[config.mk]
export PLATFORM = sky130hd
export DESIGN_NAME = rtc_time_alarm_interrupts_flat
export DESIGN_NICKNAME = d
export VERILOG_FILES = /design/src/hw/rtl/rtc_pkg.sv /design/src/hw/rtl/rtc_if.sv /design/src/hw/rtl/rtc_csr.sv /design/src/hw/rtl/rtc_step.sv /design/src/hw/rtl/rtc_time_alarm_interrupts.sv /design/src/flat_wrapper.sv
export SDC_FILE = /design/constraint.sdc
export NUM_CORES = 1
export LEC_CHECK = 0
export BUFFER_PORTS_ARGS = -buffer_cell sky130_fd_sc_hd__buf_2
export CAP_MARGIN = 20
export CORE_UTILIZATION = 63
export CTS_BUF_LIST = sky130_fd_sc_hd__clkbuf_16
export CTS_CLUSTER_DIAMETER = 80
export CTS_CLUSTER_SIZE = 8
export DETAILED_ROUTE_END_ITERATION = 8
export PLACE_DENSITY = 0.86
export SLEW_MARGIN = 20
export SYNTH_ARGS = -nofsm -noshare
export SYNTH_HDL_FRONTEND = slang
export SYNTH_HIERARCHICAL = 1
export SYNTH_SLANG_ARGS = --single-unit
[constraint.sdc]
create_clock -name clock -period 5.55 [get_ports clock]
set_clock_uncertainty 0.2 [all_clocks]
set_input_delay 0 -clock clock [delete_from_list [all_inputs] [get_ports clock]]
set_output_delay 0 -clock clock [all_outputs]
set_load 0.1 [all_outputs]
[src/hw/rtl/rtc_pkg.sv]
package rtc_pkg;

   localparam int CSR_INDEX_W = 3;
   localparam int CSR_DATA_W  = 8;

   typedef enum logic [1:0] {
      REQ_TICK        = 2'd0,
      REQ_SET_TIME    = 2'd1,
      REQ_WRITE_FLAGS = 2'd2
   } req_kind_type;

   typedef enum logic [CSR_INDEX_W-1:0] {
      CSR_CONTROL      = 3'd0,
      CSR_ALARM_HOUR   = 3'd1,
      CSR_ALARM_MINUTE = 3'd2,
      CSR_ALARM_SECOND = 3'd3,
      CSR_NMI_ENABLE   = 3'd4
   } csr_index_type;

   localparam logic [5:0] SECONDS_PER_MINUTE = 6'd60;
   localparam logic [5:0] MINUTES_PER_HOUR   = 6'd60;
   localparam logic [4:0] HOURS_PER_DAY      = 5'd24;
   localparam logic [6:0] NMI_PHASE          = 7'd64;
   localparam int         ALARM_ARM_BIT      = 7;
   localparam int         CTRL_IRQ_EN_BIT    = 0;
   localparam int         CTRL_ALARM_EN_BIT  = 1;
   localparam int         FLAG_TICK_BIT      = 0;
   localparam int         FLAG_ALARM_BIT     = 1;

   typedef struct packed {
      logic [1:0] control;
      logic [7:0] alarm_hour;
      logic [7:0] alarm_minute;
      logic [7:0] alarm_second;
      logic       nmi_enable;
   } rtc_cfg_type;

   typedef struct packed {
      logic [7:0] phase;
      logic [5:0] second;
      logic [5:0] minute;
      logic [4:0] hour;
      logic [7:0] day;
      logic [1:0] flags;
   } rtc_state_type;

   typedef struct packed {
      logic [7:0] sub_second;
      logic       irq;
      logic       alarm;
      logic       nmi;
   } rtc_event_type;

endpackage

[src/hw/rtl/rtc_if.sv]
interface rtc_req_if;
   logic       valid;
   logic       ready;
   logic [1:0] req_type;
   logic [4:0] set_hour;
   logic [5:0] set_minute;
   logic [5:0] set_second;
   logic [7:0] set_day;
   logic [1:0] flag_value;

   modport source (output valid, req_type, set_hour, set_minute, set_second, set_day,
                   flag_value, input ready);
   modport sink (input valid, req_type, set_hour, set_minute, set_second, set_day,
                 flag_value, output ready);
endinterface

interface rtc_rsp_if;
   logic       valid;
   logic       ready;
   logic [7:0] sub_second;
   logic [5:0] seconds_now;
   logic [5:0] minutes_now;
   logic [4:0] hours_now;
   logic [7:0] day_now;
   logic       irq_out;
   logic       alarm_hit;
   logic       nmi_out;
   logic [1:0] flags_now;

   modport source (output valid, sub_second, seconds_now, minutes_now, hours_now, day_now,
                   irq_out, alarm_hit, nmi_out, flags_now, input ready);
   modport sink (input valid, sub_second, seconds_now, minutes_now, hours_now, day_now,
                 irq_out, alarm_hit, nmi_out, flags_now, output ready);
endinterface

interface rtc_csr_if;
   logic                             valid;
   logic                             ready;
   logic [rtc_pkg::CSR_INDEX_W-1:0]  index;
   logic [rtc_pkg::CSR_DATA_W-1:0]   data;

   modport source (output valid, index, data, input ready);
   modport sink (input valid, index, data, output ready);
endinterface

[src/hw/rtl/rtc_csr.sv]
module rtc_csr (
   input  logic                clock,
   input  logic                reset,
   rtc_csr_if.sink             csr_bus,
   output rtc_pkg::rtc_cfg_type cfg
);
   import rtc_pkg::*;

   rtc_cfg_type cfg_ff;
   rtc_cfg_type cfg_in;

   assign csr_bus.ready = 1'b1;
   assign cfg           = cfg_ff;

   always_comb begin
      cfg_in = cfg_ff;
      if (csr_bus.valid) begin
         unique case (csr_index_type'(csr_bus.index))
            CSR_CONTROL:      cfg_in.control      = csr_bus.data[1:0];
            CSR_ALARM_HOUR:   cfg_in.alarm_hour   = csr_bus.data;
            CSR_ALARM_MINUTE: cfg_in.alarm_minute = csr_bus.data;
            CSR_ALARM_SECOND: cfg_in.alarm_second = csr_bus.data;
            CSR_NMI_ENABLE:   cfg_in.nmi_enable   = csr_bus.data[0];
            default:          cfg_in = cfg_ff;
         endcase
      end
   end

   always_ff @(posedge clock) begin
      if (reset) begin
         cfg_ff <= '0;
      end else begin
         cfg_ff <= cfg_in;
      end
   end

endmodule

[src/hw/rtl/rtc_step.sv]
module rtc_step (
   input  rtc_pkg::rtc_state_type state,
   input  rtc_pkg::rtc_cfg_type   cfg,
   input  logic [1:0]             req_type,
   input  logic [4:0]             set_hour,
   input  logic [5:0]             set_minute,
   input  logic [5:0]             set_second,
   input  logic [7:0]             set_day,
   input  logic [1:0]             flag_value,
   output rtc_pkg::rtc_state_type state_next,
   output rtc_pkg::rtc_event_type events
);
   import rtc_pkg::*;

   rtc_state_type tick_state;
   logic          at_zero;
   logic          alarm_fire;
   logic          hour_ok;
   logic          minute_ok;
   logic          second_ok;
   logic          armed;

   // time advance and alarm compare for a tick
   always_comb begin
      tick_state = state;
      at_zero    = (state.phase == 8'd0);
      if (at_zero) begin
         tick_state.second = state.second + 6'd1;
         if (tick_state.second == SECONDS_PER_MINUTE) begin
            tick_state.second = '0;
            tick_state.minute = state.minute + 6'd1;
            if (tick_state.minute == MINUTES_PER_HOUR) begin
               tick_state.minute = '0;
               tick_state.hour   = state.hour + 5'd1;
               if (tick_state.hour == HOURS_PER_DAY) begin
                  tick_state.hour = '0;
                  tick_state.day  = state.day + 8'd1;
               end
            end
         end
      end
      hour_ok    = !cfg.alarm_hour[ALARM_ARM_BIT]
                   || (cfg.alarm_hour[4:0] == tick_state.hour);
      minute_ok  = !cfg.alarm_minute[ALARM_ARM_BIT]
                   || (cfg.alarm_minute[5:0] == tick_state.minute);
      second_ok  = !cfg.alarm_second[ALARM_ARM_BIT]
                   || (cfg.alarm_second[5:0] == tick_state.second);
      armed      = cfg.alarm_hour[ALARM_ARM_BIT] || cfg.alarm_minute[ALARM_ARM_BIT]
                   || cfg.alarm_second[ALARM_ARM_BIT];
      alarm_fire = at_zero && cfg.control[CTRL_ALARM_EN_BIT] && state.flags[FLAG_ALARM_BIT]
                   && armed && hour_ok && minute_ok && second_ok;
      if (alarm_fire) begin
         tick_state.flags[FLAG_ALARM_BIT] = 1'b0;
      end
      tick_state.phase = state.phase + 8'd1;
   end

   always_comb begin
      state_next = state;
      events     = '0;
      unique case (req_kind_type'(req_type))
         REQ_TICK: begin
            state_next        = tick_state;
            events.sub_second = state.phase;
            events.alarm      = alarm_fire;
            events.irq        = (state.phase[6:0] == 7'd0) && !alarm_fire
                                && cfg.control[CTRL_IRQ_EN_BIT] && state.flags[FLAG_TICK_BIT];
            events.nmi        = (state.phase[6:0] == NMI_PHASE) && cfg.nmi_enable;
         end
         REQ_SET_TIME: begin
            state_next.hour   = set_hour;
            state_next.minute = set_minute;
            state_next.second = set_second;
            state_next.day    = set_day;
         end
         REQ_WRITE_FLAGS: begin
            state_next.flags = flag_value;
         end
         default: begin
            state_next = state;
         end
      endcase
   end

endmodule

[src/hw/rtl/rtc_time_alarm_interrupts.sv]
// an accepted request's response is registered and shows on the output register in the cycle after it is taken
// throughput: one request per cycle, limited only by the single output register
// the next request sees the counters left by the previous one through the state registers
// reset: synchronous, active high; clears time, flags, phase, control registers and
// the response valid
module rtc_time_alarm_interrupts (
   input  logic       clock,
   input  logic       reset,
   rtc_req_if.sink    req_bus,
   rtc_rsp_if.source  rsp_bus,
   rtc_csr_if.sink    csr_bus
);
   import rtc_pkg::*;

   rtc_cfg_type   cfg;
   rtc_state_type state_ff;
   rtc_state_type state_next;
   rtc_state_type state_in;
   rtc_event_type events;
   rtc_event_type event_ff;
   rtc_state_type view_ff;
   logic          rsp_valid_ff;
   logic          rsp_valid_in;
   logic          req_take;

   rtc_csr u_csr (
      .clock   (clock),
      .reset   (reset),
      .csr_bus (csr_bus),
      .cfg     (cfg)
   );

   rtc_step u_step (
      .state      (state_ff),
      .cfg        (cfg),
      .req_type   (req_bus.req_type),
      .set_hour   (req_bus.set_hour),
      .set_minute (req_bus.set_minute),
      .set_second (req_bus.set_second),
      .set_day    (req_bus.set_day),
      .flag_value (req_bus.flag_value),
      .state_next (state_next),
      .events     (events)
   );

   assign req_bus.ready = !rsp_valid_ff || rsp_bus.ready;
   assign req_take      = req_bus.valid && req_bus.ready;

   always_comb begin
      state_in     = req_take ? state_next : state_ff;
      rsp_valid_in = req_take || (rsp_valid_ff && !rsp_bus.ready);
   end

   always_ff @(posedge clock) begin
      if (reset) begin
         state_ff     <= '0;
         rsp_valid_ff <= 1'b0;
      end else begin
         state_ff     <= state_in;
         rsp_valid_ff <= rsp_valid_in;
      end
   end

   // response payload
   always_ff @(posedge clock) begin
      if (req_take) begin
         view_ff  <= state_next;
         event_ff <= events;
      end
   end

   assign rsp_bus.valid       = rsp_valid_ff;
   assign rsp_bus.sub_second  = event_ff.sub_second;
   assign rsp_bus.seconds_now = view_ff.second;
   assign rsp_bus.minutes_now = view_ff.minute;
   assign rsp_bus.hours_now   = view_ff.hour;
   assign rsp_bus.day_now     = view_ff.day;
   assign rsp_bus.irq_out     = event_ff.irq;
   assign rsp_bus.alarm_hit   = event_ff.alarm;
   assign rsp_bus.nmi_out     = event_ff.nmi;
   assign rsp_bus.flags_now   = view_ff.flags;

   a_alarm_phase: assert property (@(posedge clock) disable iff (reset)
      rsp_valid_ff && event_ff.alarm |-> (event_ff.sub_second == 8'd0) && !event_ff.irq)
      else $error("alarm reported away from phase zero or together with irq");

   a_irq_phase: assert property (@(posedge clock) disable iff (reset)
      rsp_valid_ff && event_ff.irq |-> (event_ff.sub_second[6:0] == 7'd0))
      else $error("irq reported away from a half-second phase");

   a_nmi_phase: assert property (@(posedge clock) disable iff (reset)
      rsp_valid_ff && event_ff.nmi |-> (event_ff.sub_second[6:0] == NMI_PHASE))
      else $error("nmi reported away from its phase");

   a_tick_phase: assert property (@(posedge clock) disable iff (reset)
      req_take && (req_bus.req_type == REQ_TICK) |=> state_ff.phase == $past(state_ff.phase) + 8'd1)
      else $error("tick transaction did not advance the phase");

   a_alarm_clears: assert property (@(posedge clock) disable iff (reset)
      req_take && events.alarm |=> !state_ff.flags[FLAG_ALARM_BIT])
      else $error("alarm flag still set after alarm");

endmodule
[src/flat_wrapper.sv]
// flat-port wrapper written by rule: the top's interface ports become plain ports
module rtc_time_alarm_interrupts_flat import rtc_pkg::*;
  (clock, reset, req_bus_valid, req_bus_req_type, req_bus_set_hour, req_bus_set_minute, req_bus_set_second, req_bus_set_day, req_bus_flag_value, req_bus_ready, rsp_bus_valid, rsp_bus_sub_second, rsp_bus_seconds_now, rsp_bus_minutes_now, rsp_bus_hours_now, rsp_bus_day_now, rsp_bus_irq_out, rsp_bus_alarm_hit, rsp_bus_nmi_out, rsp_bus_flags_now, rsp_bus_ready, csr_bus_valid, csr_bus_index, csr_bus_data, csr_bus_ready);
  rtc_req_if req_bus_i ();
  rtc_rsp_if rsp_bus_i ();
  rtc_csr_if csr_bus_i ();
  input  logic clock;
  input  logic reset;
  input wire logic [$bits(req_bus_i.valid)-1:0] req_bus_valid;
  input wire logic [$bits(req_bus_i.req_type)-1:0] req_bus_req_type;
  input wire logic [$bits(req_bus_i.set_hour)-1:0] req_bus_set_hour;
  input wire logic [$bits(req_bus_i.set_minute)-1:0] req_bus_set_minute;
  input wire logic [$bits(req_bus_i.set_second)-1:0] req_bus_set_second;
  input wire logic [$bits(req_bus_i.set_day)-1:0] req_bus_set_day;
  input wire logic [$bits(req_bus_i.flag_value)-1:0] req_bus_flag_value;
  output wire logic [$bits(req_bus_i.ready)-1:0] req_bus_ready;
  output wire logic [$bits(rsp_bus_i.valid)-1:0] rsp_bus_valid;
  output wire logic [$bits(rsp_bus_i.sub_second)-1:0] rsp_bus_sub_second;
  output wire logic [$bits(rsp_bus_i.seconds_now)-1:0] rsp_bus_seconds_now;
  output wire logic [$bits(rsp_bus_i.minutes_now)-1:0] rsp_bus_minutes_now;
  output wire logic [$bits(rsp_bus_i.hours_now)-1:0] rsp_bus_hours_now;
  output wire logic [$bits(rsp_bus_i.day_now)-1:0] rsp_bus_day_now;
  output wire logic [$bits(rsp_bus_i.irq_out)-1:0] rsp_bus_irq_out;
  output wire logic [$bits(rsp_bus_i.alarm_hit)-1:0] rsp_bus_alarm_hit;
  output wire logic [$bits(rsp_bus_i.nmi_out)-1:0] rsp_bus_nmi_out;
  output wire logic [$bits(rsp_bus_i.flags_now)-1:0] rsp_bus_flags_now;
  input wire logic [$bits(rsp_bus_i.ready)-1:0] rsp_bus_ready;
  input wire logic [$bits(csr_bus_i.valid)-1:0] csr_bus_valid;
  input wire logic [$bits(csr_bus_i.index)-1:0] csr_bus_index;
  input wire logic [$bits(csr_bus_i.data)-1:0] csr_bus_data;
  output wire logic [$bits(csr_bus_i.ready)-1:0] csr_bus_ready;
  assign req_bus_i.valid = req_bus_valid;
  assign req_bus_i.req_type = req_bus_req_type;
  assign req_bus_i.set_hour = req_bus_set_hour;
  assign req_bus_i.set_minute = req_bus_set_minute;
  assign req_bus_i.set_second = req_bus_set_second;
  assign req_bus_i.set_day = req_bus_set_day;
  assign req_bus_i.flag_value = req_bus_flag_value;
  assign req_bus_ready = req_bus_i.ready;
  assign rsp_bus_valid = rsp_bus_i.valid;
  assign rsp_bus_sub_second = rsp_bus_i.sub_second;
  assign rsp_bus_seconds_now = rsp_bus_i.seconds_now;
  assign rsp_bus_minutes_now = rsp_bus_i.minutes_now;
  assign rsp_bus_hours_now = rsp_bus_i.hours_now;
  assign rsp_bus_day_now = rsp_bus_i.day_now;
  assign rsp_bus_irq_out = rsp_bus_i.irq_out;
  assign rsp_bus_alarm_hit = rsp_bus_i.alarm_hit;
  assign rsp_bus_nmi_out = rsp_bus_i.nmi_out;
  assign rsp_bus_flags_now = rsp_bus_i.flags_now;
  assign rsp_bus_i.ready = rsp_bus_ready;
  assign csr_bus_i.valid = csr_bus_valid;
  assign csr_bus_i.index = csr_bus_index;
  assign csr_bus_i.data = csr_bus_data;
  assign csr_bus_ready = csr_bus_i.ready;
  rtc_time_alarm_interrupts u_core (.clock(clock), .reset(reset), .req_bus(req_bus_i), .rsp_bus(rsp_bus_i), .csr_bus(csr_bus_i));
endmodule
# Word-level counts from Yosys, hierarchy flattened
# Index checks and enable logic that the tools add are counted.
# totals
in_bits	45
register_bits	101
output_inout_bits	41
word_cells	81
# classes
mux	7
reduce_logical	35
add_sub_neg	5
n_eq_ne	13
# ops
operator	n
$mux 25	2
$pmux 25 s2	1
$mux 19	1
$add 8x1->8 const B	2
$mux 13	1
$add 6x1->6 const B	2
$eq 6x6->1	2
$eq 6x6->1 const B	2
$logic_and 1x1->1	12
$reduce_and 2->1	6
$logic_not 8->1	1
$eq 7x7->1 const B	1
$logic_not 7->1	1
$logic_or 1x1->1	7
$eq 3x2->1 const B	2
$logic_not 1->1	6
$add 5x1->5 const B	1
$eq 5x5->1	1
$eq 5x5->1 const B	1
$pmux 2 s2	1
$eq 3x1->1 const B	1
$eq 3x3->1 const B	1
$logic_not 3->1	1
$eq 2x1->1 const B	1
other kinds (3)	3

# Logic depth before layout (Yosys ltp)
# logic_depth
word_depth	15
mapped_depth	13
depth_no_buf	12

# Cells and area by module
# The synthesis kept the hierarchy.
# by_module_without_submodules
module	seq_area_each_um2	area_per_inst_um2	cells_per_inst	instances
rtc_time_alarm_interrupts	1861.8	2839.0	203	1
rtc_step	0.0	2298.5	358	1
rtc_csr	540.5	1139.8	103	1

# Worst setup path before layout
# OpenSTA, ideal clock, no wires.
# synth_path
kind	flip-flop to flip-flop
startpoint	register u_core.rsp_valid_ff (netlist: u_core/rsp_bus.valid)
endpoint	register u_core.event_ff (netlist bit u_core/rsp_bus.alarm_hit), enable pin
path_stages_with_launch	5
period_less_slack_ns	3.120
setup_ns	0.399
slack_ns	2.430
t_required_ns	4.951
arrival_time_ns	2.521
path_buffers	2
path_cell_list	dfxtp_1 nand2b_4 buf_6 buf_2 and2_1
# synth_between
elab_chain_len	3
# synth_lines
item	line	source
start: declaration	rtc_time_alarm_interrupts.sv:22	logic rsp_valid_ff;
start signal: assignment	rtc_time_alarm_interrupts.sv:60	rsp_valid_ff <= rsp_valid_in;
$logic_not 1->1	rtc_time_alarm_interrupts.sv:46	assign req_bus.ready = !rsp_valid_ff || rsp_bus.ready;
$logic_or 1x1->1	rtc_time_alarm_interrupts.sv:46	
via req_bus_ready	flat_wrapper.sv:16	output wire logic [$bits(req_bus_i.ready)-1:0] req_bus_ready;
$logic_and 1x1->1	rtc_time_alarm_interrupts.sv:47	assign req_take = req_bus.valid && req_bus.ready;
via u_core.req_take	rtc_time_alarm_interrupts.sv:24	logic req_take;
end signal: assignment	rtc_time_alarm_interrupts.sv:68	event_ff <= events;
end: declaration	rtc_time_alarm_interrupts.sv:20	rtc_event_type event_ff;
# The timed path passes the listed nets, and every way through them passes these cells.
# A chain may end at the register's enable or synchronous reset.

==> results.py <==
metrics = {
    "sta": {
        "slew_violations": 0,
        "worst_hold_slack_ns": 0.0329,
        "setup_viol": 0,
        "fin_crit_sh_pct": 71.3,
        "timing.setup.tns_ns": 0,
        "fmax_mhz": 253,
        "worst_pin_slew_ns": 0.960,
        "period_needed_ns": 3.96,
        "rsz0062_at_grt": "false",
        "slew_headroom_pct": 36.0,
        "hold_viol": 0,
    },
    "clock_tree": {
        "cts_tree": "built",
        "cts_resized": 0,
        "clk_pin_slew_worst_paths_ns": 0.08,
        "cts_inserted_buffers": 9,
        "htreeDepth": 3,
        "insertion_delay_ns": 0.35,
        "cts_buffer_depth": 2,
        "post_cts_buffers": 0,
        "clkSinkCount": 97,
        "root_buffer": "clkbuf_16",
        "cts_hold_buf": 39,
    },
    "run": {
        "max_cap_viol_count": 0,
    },
    "floorplanning": {
        "dieHeight_um": 101,
        "core_sq_um": 9330,
        "io_pins": 86,
        "rows": 35,
        "initial_core_util_pct": 65.7,
        "die_x_um": 101,
        "dieArea_sq_um": 10100,
    },
    "logic_synthesis": {
        "netlist_area_sq_um": 6130,
        "synth_nets": 704,
        "postSynthAreaPerCell_sq_um": 9.41,
        "synthCells": 651,
        "ys_warn_count": 6,
    },
    "finish": {
        "fin_util_pct": 76.2,
        "nNetsFinal": 788,
        "antenna_cells": 0,
        "syn_to_final_growth_pct": 16.0,
        "drive_above_1_share_pct": 22.3,
    },
    "detailed_routing": {
        "viasPerCell": 6.11,
        "drtIter0Drc": 436,
        "vias": 5307,
        "drc": 0,
        "drtAntennaViolNets": 0,
        "wl_um": 15200,
        "wire_per_inst_um": 17.5,
        "drt_first_pass_iters": 5,
    },
    "power_and_ir_drop": {
        "leakage_nw": 2.64,
        "power.total_mw": 1.75,
        "vdd_drop_max_v": 0.000156,
        "powerDensity_nw_per_um2": 246,
    },
    "global_route": {
        "grt_pass1_vias": 4953,
        "grt_usage_pct": 30.2,
        "grt_max_degree": 74,
        "grt_antenna_before_repair": 0,
        "grt_pass1_wl_um": 24000,
        "globalRouteOverflowTotal": 0,
    },
    "placement": {
        "gp_congestion": 0.901,
        "io_buffers": 83,
        "dpl.hpwl_um": 9640,
    },
    "setup_path": {
        "crit_path_start_kind": "register",
        "crit_chain": "ha_1 > nand2_1 > or3_4 > a211o_1 > a211oi_4 > nand3_2 > nor4_1 > a21oi_1 > o21ai_1 > nand3_1 > a21oi_2",
        "path_delay_family": "compound AO/OA/AOI/OAI gates",
        "worstPathArrival_ns": 4.03,
        "worstPathRequired_ns": 5.63,
        "critPathSlowestCell": "dfxtp_1",
        "crit_type": "register to register",
        "crit_fanout": 12,
        "critPathCaptureType": "register",
        "cpPeakStageDelay_ns": 0.56,
        "path_buf_inv": 0,
    },
    "status": {
        "outcome": "finished clean",
    },
    "hold_path": {
        "min_path_type": "input port to register",
    },
}
## power by group
part / switching [mW] / total (mW) / internal [mW] / leakage, nW
clock network: 0.291 / 0.604 / 0.314 / 0.140
registers: 0.0264 / 0.799 / 0.772 / 0.860
logic: 0.251 / 0.343 / 0.0925 / 1.64
## area by class of cell
type	instances	area (sq um)
tap	129	161
inverter	14	52.6
clock inverter	7	61.3
clock buffer	9	225
sequential	97	2320
fill	655	2220
multi-input combinational	488	3450
timing repair buffer	125	828
## through the flow
stage | std cells | setup slack, ns | area, sq um
2_1_floorplan | 651 | 2.43 | 6130
3_3_place_gp | 814 | 1.87 | 6430
3_5_place_dp | 814 | 1.75 | 6430
4_1_cts | 869 | 1.73 | 7100
5_1_grt | 869 | 1.39 | 7100
6_report | 869 | 1.59 | 7100
## metal layers
layer	vias to the layer above	share of wire [%]	GRT usage, %
met4	0	0.61	7.58
met5	-	0	0
li1	2553	-	-
met2	205	50	51.7
met1	2539	44	40.0
met3	10	5.6	4.44
## state kept, by name, summed over array words and instances (netlist names)
register,cells
u_core/rsp_bus.seconds_now,6
u_core/rsp_bus.alarm_hit,1
u_core/rsp_bus.sub_second,8
u_core/u_csr/cfg,23
u_core/state_ff,35
u_core/rsp_bus.valid,1
u_core/rsp_bus.irq_out,1
u_core/rsp_bus.flags_now,2
u_core/rsp_bus.day_now,8
u_core/rsp_bus.minutes_now,6
u_core/rsp_bus.hours_now,5
u_core/rsp_bus.nmi_out,1
## worst min-delay path, stage by stage
cell and delay [ns]:
buf_2 0.08, a21oi_1 0.06, o21ai_0 0.29
## worst paths after layout
check / startpoint / to / slack (ns) / cells past startpoint
setup reg to reg: u_core/state_ff[15] / u_core/state_ff[8] / 1.59 / 11
hold reg to reg: u_core/u_csr/cfg[9] / u_core/u_csr/cfg[9] / 0.30 / 2
hold / removal: req_bus_set_second[2] / u_core/rsp_bus.seconds_now[2] / 0.03 / 3
setup / recovery: u_core/state_ff[15] / u_core/state_ff[8] / 1.59 / 11
## cell usage in the layout, fill, tap and decap left out, types with 5 or more instances in the layout
cell type / n
nor2_1: 19
dlygate4sd3_1: 39
nor3_1: 14
o21ai_1: 7
inv_1: 13
nand2_1: 42
clkbuf_16: 9
dfxtp_1: 59
and2_1: 10
a21oi_1: 32
nand2b_1: 34
xnor2_1: 17
nand3_1: 51
nor4_1: 7
o211ai_1: 5
a21bo_1: 32
o21ai_0: 38
xor2_1: 6
ha_1: 8
nand4_1: 7
edfxtp_1: 38
buf_2: 83
a21oi_2: 32
mux2i_1: 28
o21bai_1: 6
Note: power is estimated with default switching activity, not from simulation.
